**config.mk**
```make
export PLATFORM = sky130hd
export DESIGN_NAME = red_refl_unit
export DESIGN_NICKNAME = d
export VERILOG_FILES = /design/src/hdl/red_pkg.sv /design/src/hdl/red_sub_unit.sv /design/src/hdl/red_refl_unit.sv
export SDC_FILE = /design/constraint.sdc
export NUM_CORES = 1
export LEC_CHECK = 0
export BUFFER_PORTS_ARGS = -buffer_cell sky130_fd_sc_hd__buf_2
export CAP_MARGIN = 10
export CORE_MARGIN = 2
export CORE_UTILIZATION = 62
export CTS_BUF_LIST = sky130_fd_sc_hd__clkbuf_4
export DETAILED_ROUTE_END_ITERATION = 6
export PLACE_DENSITY_LB_ADDON = 0.15
export SKIP_LAST_GASP = 1
export SLEW_MARGIN = 40
export SYNTH_ARGS = -nofsm -noshare
export SYNTH_HDL_FRONTEND = slang
export SYNTH_SLANG_ARGS = --single-unit
```
**constraint.sdc**
```tcl
create_clock -name clk -period 6.25 [get_ports clk]
set_input_delay 0.3125 -clock clk [delete_from_list [all_inputs] [get_ports clk]]
set_output_delay 0.3125 -clock clk [all_outputs]
set_load 0.005 [all_outputs]
```
**src/hdl/red_pkg.sv**
```systemverilog
// ----------------------------------------------------------------------------
// red_pkg: shared types, constants and helpers for reflectance error diffusion
// Fixed-point formats, state encodings and the error share arithmetic.
// ----------------------------------------------------------------------------
package red_pkg;

  // default line store depth (pixels per row)
  localparam int LINE_MAX_DEF = 512;
  localparam int HEIGHT_MAX   = 4096;

  // register reset values
  localparam logic [9:0]  WIDTH_RST  = 10'd400;
  localparam logic [12:0] HEIGHT_RST = 13'd400;
  localparam logic [16:0] THRESH_RST = 17'd26214;   // 0.4 in Q1.16

  // reflectance range, unsigned Q2.16
  localparam logic [17:0] REFL_MAX = 18'h3FFFF;
  localparam logic signed [21:0] ONE_Q16 = 22'sd65536;

  // stored error limits, signed Q3.16
  localparam logic signed [19:0] ERR_MAX = 20'sd524287;
  localparam logic signed [19:0] ERR_MIN = -20'sd524288;

  // Floyd-Steinberg weights, in sixteenths
  localparam logic [2:0] W_RIGHT       = 3'd7;
  localparam logic [2:0] W_BELOW_LEFT  = 3'd3;
  localparam logic [2:0] W_BELOW       = 3'd5;
  localparam logic [2:0] W_BELOW_RIGHT = 3'd1;

  // iteration counts of the reflectance unit
  localparam int DIV_STEPS  = 36;
  localparam int SQRT_STEPS = 18;

  typedef enum logic [1:0] {
    CFG_WIDTH  = 2'd0,
    CFG_HEIGHT = 2'd1,
    CFG_THRESH = 2'd2
  } cfg_idx_t;

  typedef enum logic [2:0] {
    S_IDLE,
    S_PREP,
    S_REFL,
    S_ACC,
    S_DIFF,
    S_SHARE,
    S_WRITE,
    S_OUT
  } state_t;

  typedef enum logic [1:0] {
    R_IDLE,
    R_DIV,
    R_SQRT,
    R_DONE
  } refl_state_t;

  // floor(w * d / 16)
  function automatic logic signed [23:0] share_w(input logic signed [21:0] d,
                                                 input logic [2:0] w);
    logic signed [27:0] p;
    p = 28'(d) * $signed({25'd0, w});
    return p[27:4];
  endfunction

  // clamp to the 20-bit signed error range
  function automatic logic signed [19:0] sat20(input logic signed [23:0] v);
    logic signed [19:0] r;
    if (v > 24'(ERR_MAX))
      r = ERR_MAX;
    else if (v < 24'(ERR_MIN))
      r = ERR_MIN;
    else
      r = v[19:0];
    return r;
  endfunction

endpackage

```
**src/hdl/red_sub_unit.sv**
```systemverilog
// ----------------------------------------------------------------------------
// red_sub_unit: shared subtract and compare
// One 21-bit subtractor with borrow, shared by the divide and root steps.
// ----------------------------------------------------------------------------
module red_sub_unit (
  input  logic [20:0] a,
  input  logic [20:0] b,
  output logic [20:0] diff,
  output logic        ge
);

  logic [21:0] full;

  assign full = {1'b0, a} - {1'b0, b};
  assign diff = full[20:0];
  assign ge   = ~full[21];

endmodule

```
**src/hdl/red_refl_unit.sv**
```systemverilog
// ----------------------------------------------------------------------------
// red_refl_unit: reflectance sequencer
// sqrt(target / beam) in Q2.16: restoring divide then digit-by-digit root,
// one bit a cycle on the shared subtractor.
// ----------------------------------------------------------------------------
module red_refl_unit (
  input  logic        clk,
  input  logic        rst,
  input  logic        start,
  input  logic [15:0] target_level,
  input  logic [15:0] beam_level,
  output logic        done,
  output logic [17:0] refl
);

  red_pkg::refl_state_t rs, rs_next;

  logic [20:0] rem;
  logic [17:0] root;
  logic [35:0] quo;
  logic [5:0]  cnt;
  logic [15:0] tgt;
  logic [15:0] bm;

  logic [20:0] op_a, op_b, diff;
  logic        ge;
  logic        nbit;
  logic        zero_in, sat_in;

  red_sub_unit u_sub (
    .a    (op_a),
    .b    (op_b),
    .diff (diff),
    .ge   (ge)
  );

  assign nbit    = cnt[5] ? tgt[cnt[1:0]] : 1'b0;
  assign zero_in = (target_level == 16'd0) || (beam_level == 16'd0);
  // quotient reaches 2^36 exactly when target >= 16 * beam
  assign sat_in  = {4'd0, target_level} >= {beam_level, 4'd0};

  always_ff @(posedge clk) begin
    if (rst) begin
      rs <= red_pkg::R_IDLE;
    end else begin
      rs <= rs_next;
    end
  end

  always_comb begin
    rs_next = rs;
    done    = 1'b0;
    op_a    = '0;
    op_b    = '0;
    case (rs)
      red_pkg::R_IDLE: begin
        if (start) begin
          rs_next = (zero_in || sat_in) ? red_pkg::R_DONE : red_pkg::R_DIV;
        end
      end
      red_pkg::R_DIV: begin
        op_a = {4'd0, rem[15:0], nbit};
        op_b = {5'd0, bm};
        if (cnt == 6'd0) rs_next = red_pkg::R_SQRT;
      end
      red_pkg::R_SQRT: begin
        op_a = {rem[18:0], quo[35:34]};
        op_b = {1'b0, root, 2'b01};
        if (cnt == 6'd0) rs_next = red_pkg::R_DONE;
      end
      red_pkg::R_DONE: begin
        done    = 1'b1;
        rs_next = red_pkg::R_IDLE;
      end
      default: rs_next = red_pkg::R_IDLE;
    endcase
  end

  always_ff @(posedge clk) begin
    case (rs)
      red_pkg::R_IDLE: begin
        if (start) begin
          tgt  <= target_level;
          bm   <= beam_level;
          rem  <= {9'd0, target_level[15:4]};
          quo  <= '0;
          cnt  <= 6'(red_pkg::DIV_STEPS - 1);
          refl <= zero_in ? 18'd0 : red_pkg::REFL_MAX;
        end
      end
      red_pkg::R_DIV: begin
        quo <= {quo[34:0], ge};
        if (cnt == 6'd0) begin
          rem  <= '0;
          root <= '0;
          cnt  <= 6'(red_pkg::SQRT_STEPS - 1);
        end else begin
          rem <= ge ? diff : op_a;
          cnt <= cnt - 6'd1;
        end
      end
      red_pkg::R_SQRT: begin
        rem  <= ge ? diff : op_a;
        root <= {root[16:0], ge};
        quo  <= {quo[33:0], 2'b00};
        cnt  <= cnt - 6'd1;
        if (cnt == 6'd0) refl <= {root[16:0], ge};
      end
      default: begin
      end
    endcase
  end

endmodule

```
# Word-level counts from Yosys, hierarchy flattened
# Index checks and enable logic that the tools add are counted.
# word_totals
ff_bits	119
input_bits	35
# op_classes
addsub	2
n_lt_le_gt_ge	2
n_eq_ne	6
muxes	26
n_bitwise	1
n_reduce_logical	14
# ops
cell	count
36-bit case mux with 3 select lines	1
18-bit two-way mux	4
18-bit case mux with 2 select lines	2
19-bit two-way mux	3
19-bit case mux with 3 select lines	1
21-bit case mux with 2 select lines	1
20-bit case mux with 2 select lines	1
36-bit two-way mux	1
16-bit zero test	2
21-bit by 20-bit subtractor with 22-bit output	1
16-bit by 20-bit >= comparator with 1-bit output	1
6-bit case mux with 3 select lines	1
6-bit two-way mux	2
2-bit two-way mux	4
2-bit case mux with 4 select lines	1
6-bit zero test	1
2-bit != test (second input constant)	3
2-bit AND reduction	3
3-bit AND reduction	2
6-bit by 1-bit subtractor with 6-bit output (second input constant)	1
2-bit by 5-bit less-than comparator with 1-bit output (second input constant)	1
2-bit equality test (second input constant)	2
2-bit nonzero test	2
1-bit two-way mux	3
6 further kinds	7

# Depth between registers and ports, before layout
# depth
ltp_word	8
depth_mapped	17
depth_no_buf	14

# By module
# From an unflattened synthesis, not the netlist that was laid out.
# unflattened
cells_unflattened	637
area_unflattened_um2	6915.4
# by_module_without_submodules
mod	n_inst	cells_each	area_per_inst_um2	seq_area_each_um2
red_refl_unit	1	465	5771.8	3553.4
red_sub_unit	1	172	1143.6	0.0

# Worst setup path before layout
# Ideal clock, no wire load.
# synth_timing
kind	flip-flop to flip-flop
startpoint	register rs[0]
endpoint	register cnt[0], enable pin
setup_time_ns	0.493
t_arrival_ns	3.933
required_time_ns	5.757
path_slack_ns	1.824
stages_incl_launch_ff	6
path_buffers	1
synth_period_minus_slack_ns	4.426
cell_sequence	dfxtp_1 > inv_1 > ha_1 > inv_1 > clkbuf_1 > o21bai_1
# synth_between
elab_chain_cells	3
elab_cells_between_ends	6
classes_between	3 x eq/ne; 3 x reduce/logical
# synth_lines
element	line_no	text
start, declared	red_refl_unit.sv:16	red_pkg::refl_state_t rs, rs_next;
start signal, assigned	red_refl_unit.sv:44	rs <= red_pkg::R_IDLE;
start signal, assigned	red_refl_unit.sv:46	rs <= rs_next;
2-bit equality test, or another cell as far along	red_refl_unit.sv:80	case (rs)
3-bit nonzero test (no source line) or 2-bit != test (tied branches)	--	
2-bit AND reduction (no source line) (*)	--	
end signal, assigned	red_refl_unit.sv:87	cnt <= 6'(red_pkg::DIV_STEPS - 1);
end signal, assigned	red_refl_unit.sv:96	cnt <= 6'(red_pkg::SQRT_STEPS - 1);
end signal, assigned	red_refl_unit.sv:99	cnt <= cnt - 6'd1;
end, declared	red_refl_unit.sv:21	logic [5:0] cnt;
# Mark *: on every way between the ends. The rest lies on a longest branch, timed or not.
# A chain may end at the register's enable or synchronous reset.

# Worst setup path in the final report
# layout_timing
startpoint	register rs[0]
endpoint	register rem[1] (data pin)
# layout_between
elab_chain_cells	6
elab_cells_between_ends	9
classes_between	1 x add/sub; 2 x eq/ne; 5 x mux; 1 x reduce/logical
# layout_lines
element	line_no	text
2-bit equality test or 2-bit by 1-bit equality test with 1-bit output (tied branches)	red_refl_unit.sv:55, red_refl_unit.sv:80	
21-bit case mux with 2 select lines or 20-bit case mux with 2 select lines (tied branches)	red_refl_unit.sv:55	case (rs)
21-bit by 20-bit subtractor with 22-bit output	red_sub_unit.sv:14	assign full = {1'b0, a} - {1'b0, b};
19-bit two-way mux	red_refl_unit.sv:98, red_refl_unit.sv:103	
19-bit two-way mux	red_refl_unit.sv:93	if (cnt == 6'd0) begin
19-bit case mux with 3 select lines (*)	red_refl_unit.sv:80	
end signal, assigned	red_refl_unit.sv:85	rem <= {9'd0, target_level[15:4]};
end signal, assigned	red_refl_unit.sv:98	rem <= ge ? diff : op_a;
end signal, assigned	red_refl_unit.sv:103	rem <= ge ? diff : op_a;
end, declared	red_refl_unit.sv:18	logic [20:0] rem;
# Marks and branches as above.

==> flow_metrics.env <==
export IMPL_status="finished clean"
export IMPL_total_power_mw=4.72
export IMPL_pwr_density_cell_nw_per_um2=622
export IMPL_power_frac_comb=0.548
export IMPL_stdcell_count=789
export IMPL_skew_ns=0.0128
export IMPL_synth_flop_cell="edfxtp_1"
export IMPL_post_cts_buffers=0
export IMPL_reg2reg_from="rs[0]"
export IMPL_core_area_sq_um=10400
export IMPL_clock_sinks=119
export IMPL_netSwitchingFraction=0.425
export IMPL_htreeDepth=4
export IMPL_drt_pass1_iterations=5
export IMPL_crit_slowest_cell="nor2_4"
export IMPL_dp_hpwl_um=9970
export IMPL_cp_endpoint="rem[1]"
export IMPL_p_sw_mw=2.00
export IMPL_timing_final_crit_share=0.711
export IMPL_crit_start="rs[0]"
export IMPL_path_class="flip-flop to flip-flop"
export IMPL_required_ns=6.65
export IMPL_num_rows=37
export IMPL_clockPowerShare=0.139
export IMPL_grt_usage=0.275
export IMPL_overflow=0
export IMPL_final_antenna_net_count=0
export IMPL_worst_path_max_fanout=33
export IMPL_drive_above_1_share=0.161
export IMPL_synth_async_sr_flop_share=0
export IMPL_routabilityCongestion=0.933
export IMPL_io_pins=54
export IMPL_portBuffers=53
export IMPL_max_cap_violations=0
export IMPL_slew_headroom=0.488
export IMPL_cpPeakStageDelay_ns=0.65
export IMPL_hold_class="input pin to flip-flop"
export IMPL_ys_types=59
export IMPL_setup_viol=0
export IMPL_syn_inst=568
export IMPL_die_area_sq_um=11500
export IMPL_final_cell_mix="edfxtp_1, buf_2, a22o_1"
export IMPL_diodes=0
export IMPL_insertion_delay_ns=0.55
export IMPL_initial_core_util=0.640
export IMPL_area_growth_pct=14.3
export IMPL_finalSetupTns_ns=0
export IMPL_grt_pass1_vias=4822
export IMPL_finalMaxSlewViolations=0
export IMPL_synth_nets=643
export IMPL_vias_per_cell=6.21
export IMPL_synth_edf_count=117
export IMPL_die_h_um=107
export IMPL_seq_power_share=0.313
export IMPL_p_int_mw=2.71
export IMPL_post_drt_wl_per_cell_um=18.9
export IMPL_grt_max_degree=62
export IMPL_antenna_found_initial=0
export IMPL_leakagePower_nw=2.92
export IMPL_max_freq_mhz=225
export IMPL_worst_pin_slew_ns=0.767
export IMPL_hold_viol=0
export IMPL_ff2ff_path_depth=13
export IMPL_final_common_cell="edfxtp_1"
export IMPL_setup_worst_path_start_class="flip-flop"
export IMPL_ys_ff_latch=119
export IMPL_drt_iter0_drc=337
export IMPL_rsz0062_at_grt="no"
export IMPL_grt_pass1_wl_um=23900
export IMPL_crit_arrival_ns=4.84
export IMPL_cts_tree="done"
export IMPL_path_cells="inv_1 -> ha_1 -> inv_1 -> nor2_4 -> a22o_1 -> ha_1 -> and2_4 -> a221oi_1 -> a211o_1 -> a31oi_4 -> a41oi_4 -> mux2_2 -> o2bb2ai_1"
export IMPL_irDropWorstVdd_v=0.000404
export IMPL_numCtsBuffers=17
export IMPL_reg2reg_slack_ns=1.81
export IMPL_die_width_um=107
export IMPL_cp_end_kind="flip-flop"
export IMPL_synth_area_sq_um=6630
export IMPL_drc=0
export IMPL_final_nets=715
export IMPL_synth_area_per_cell_sq_um=11.7
export IMPL_synth_warnings=0
export IMPL_r2r_end="rem[1]"
export IMPL_cts_root_buf="clkbuf_4"
export IMPL_vias=4896
export IMPL_fin_crit_ns=4.44
export IMPL_synth_seq_area_share=0.536
export IMPL_cts_clk_slew_worst_paths_ns=0.11
export IMPL_cts_path_max_buffers=2
export IMPL_wirelength_um=14900
export IMPL_dp_cells=736
-- final cells by class --
type	count	area [sq um]
clock buffers	18	135
flip-flops and latches	119	3550
multi-input cells	392	2880
clock inverters	14	205
inverters	28	105
repair buffers	82	536
well taps	136	170
fillers	716	2790
-- through the flow --
stage | util | hold WS, ns | area [sq um] | setup slack, ns
after CTS | 0.730 | 0.0405 | 7570 | 1.61
final | 0.731 | 0.0779 | 7580 | 1.81
after detailed placement | 0.677 | 0.506 | 7020 | 1.64
after global routing | 0.731 | 0.0650 | 7580 | 1.51
after global placement | 0.677 | 0.509 | 7020 | 1.79
after floorplan | - | 0.385 | 6630 | 1.82
-- power groups by stage --
stage | Combinational (mW) | Clock [mW] | Sequential [mW]
2_1_floorplan | 2.01 | 0 | 1.47
3_3_place_gp | 2.46 | 0 | 1.47
3_5_place_dp | 2.52 | 0 | 1.48
4_1_cts | 2.54 | 0.665 | 1.47
5_1_grt | 2.81 | 0.695 | 1.51
6_report | 2.59 | 0.655 | 1.48
-- cells in the mapped netlist, drive strengths merged (7+ instances only) --
cell,number,area share
a211oi,7,0.0079
a21oi,28,0.021
a22o,49,0.065
and2,37,0.035
buf,8,0.0064
clkbuf,21,0.012
edfxtp,117,0.53
ha,39,0.074
inv,28,0.016
mux2i,12,0.018
nand2,32,0.018
nand2b,16,0.015
nor2,30,0.017
nor4,8,0.0075
o21ai,36,0.027
o2bb2ai,10,0.013
xnor2,11,0.015
-- worst min-delay path by stage --
stage | start | to | depth (start not counted)
2_1_floorplan | rst | rs[0] | 1
3_3_place_gp | rst | rs[0] | 2
3_5_place_dp | target_level[1] | tgt[1] | 1
4_1_cts | target_level[5] | rem[1] | 2
5_1_grt | target_level[5] | rem[1] | 2
6_report | target_level[8] | rem[4] | 2
-- registers in the layout, indices dropped and copies added, names as in the netlist --
register,flops
cnt,6
bm,16
refl,18
rem,19
rs,2
tgt,4
quo,36
root,18
-- worst max-delay path, delay by kind of cell, from the launching register on --
family,cells,cell delay (ns)
AO/OA/AOI/OAI,6,1.70
adder cells (fa/ha/maj),2,0.59
buffers and inverters,2,0.36
flip-flops,1,0.39
multiplexers,1,0.41
AND/OR/NAND/NOR,2,0.84
-- repair_timing --
action | CTS | global route
hold buffers | 21 | 0
endpoints found under the hold margin | 22 | 0
resized for setup | 0 | 0
-- cells by family (layout without fill, tap and decap cells) --
kind of cell	Yosys count	after routing	share of synthesized area
adder cells (fa/ha/maj)	40	40	0.0766
multiplexers	15	15	0.0249
buffers and inverters	57	142	0.0345
flip-flops	119	119	0.536
AND/OR/NAND/NOR	151	151	0.118
AO/OA/AOI/OAI	169	169	0.187
XOR/XNOR	17	17	0.0224
-- per-layer routing --
metal  vias up  wire, um  share of wire  GRT usage
li1       2330         -              -          -
met1      2341      6240           0.42      0.349
met2       187      7430           0.50      0.458
met3        38       823          0.055     0.0533
met4         0       438          0.029      0.129
met5         -         0              0          0
(Power assumes the default switching activity.)
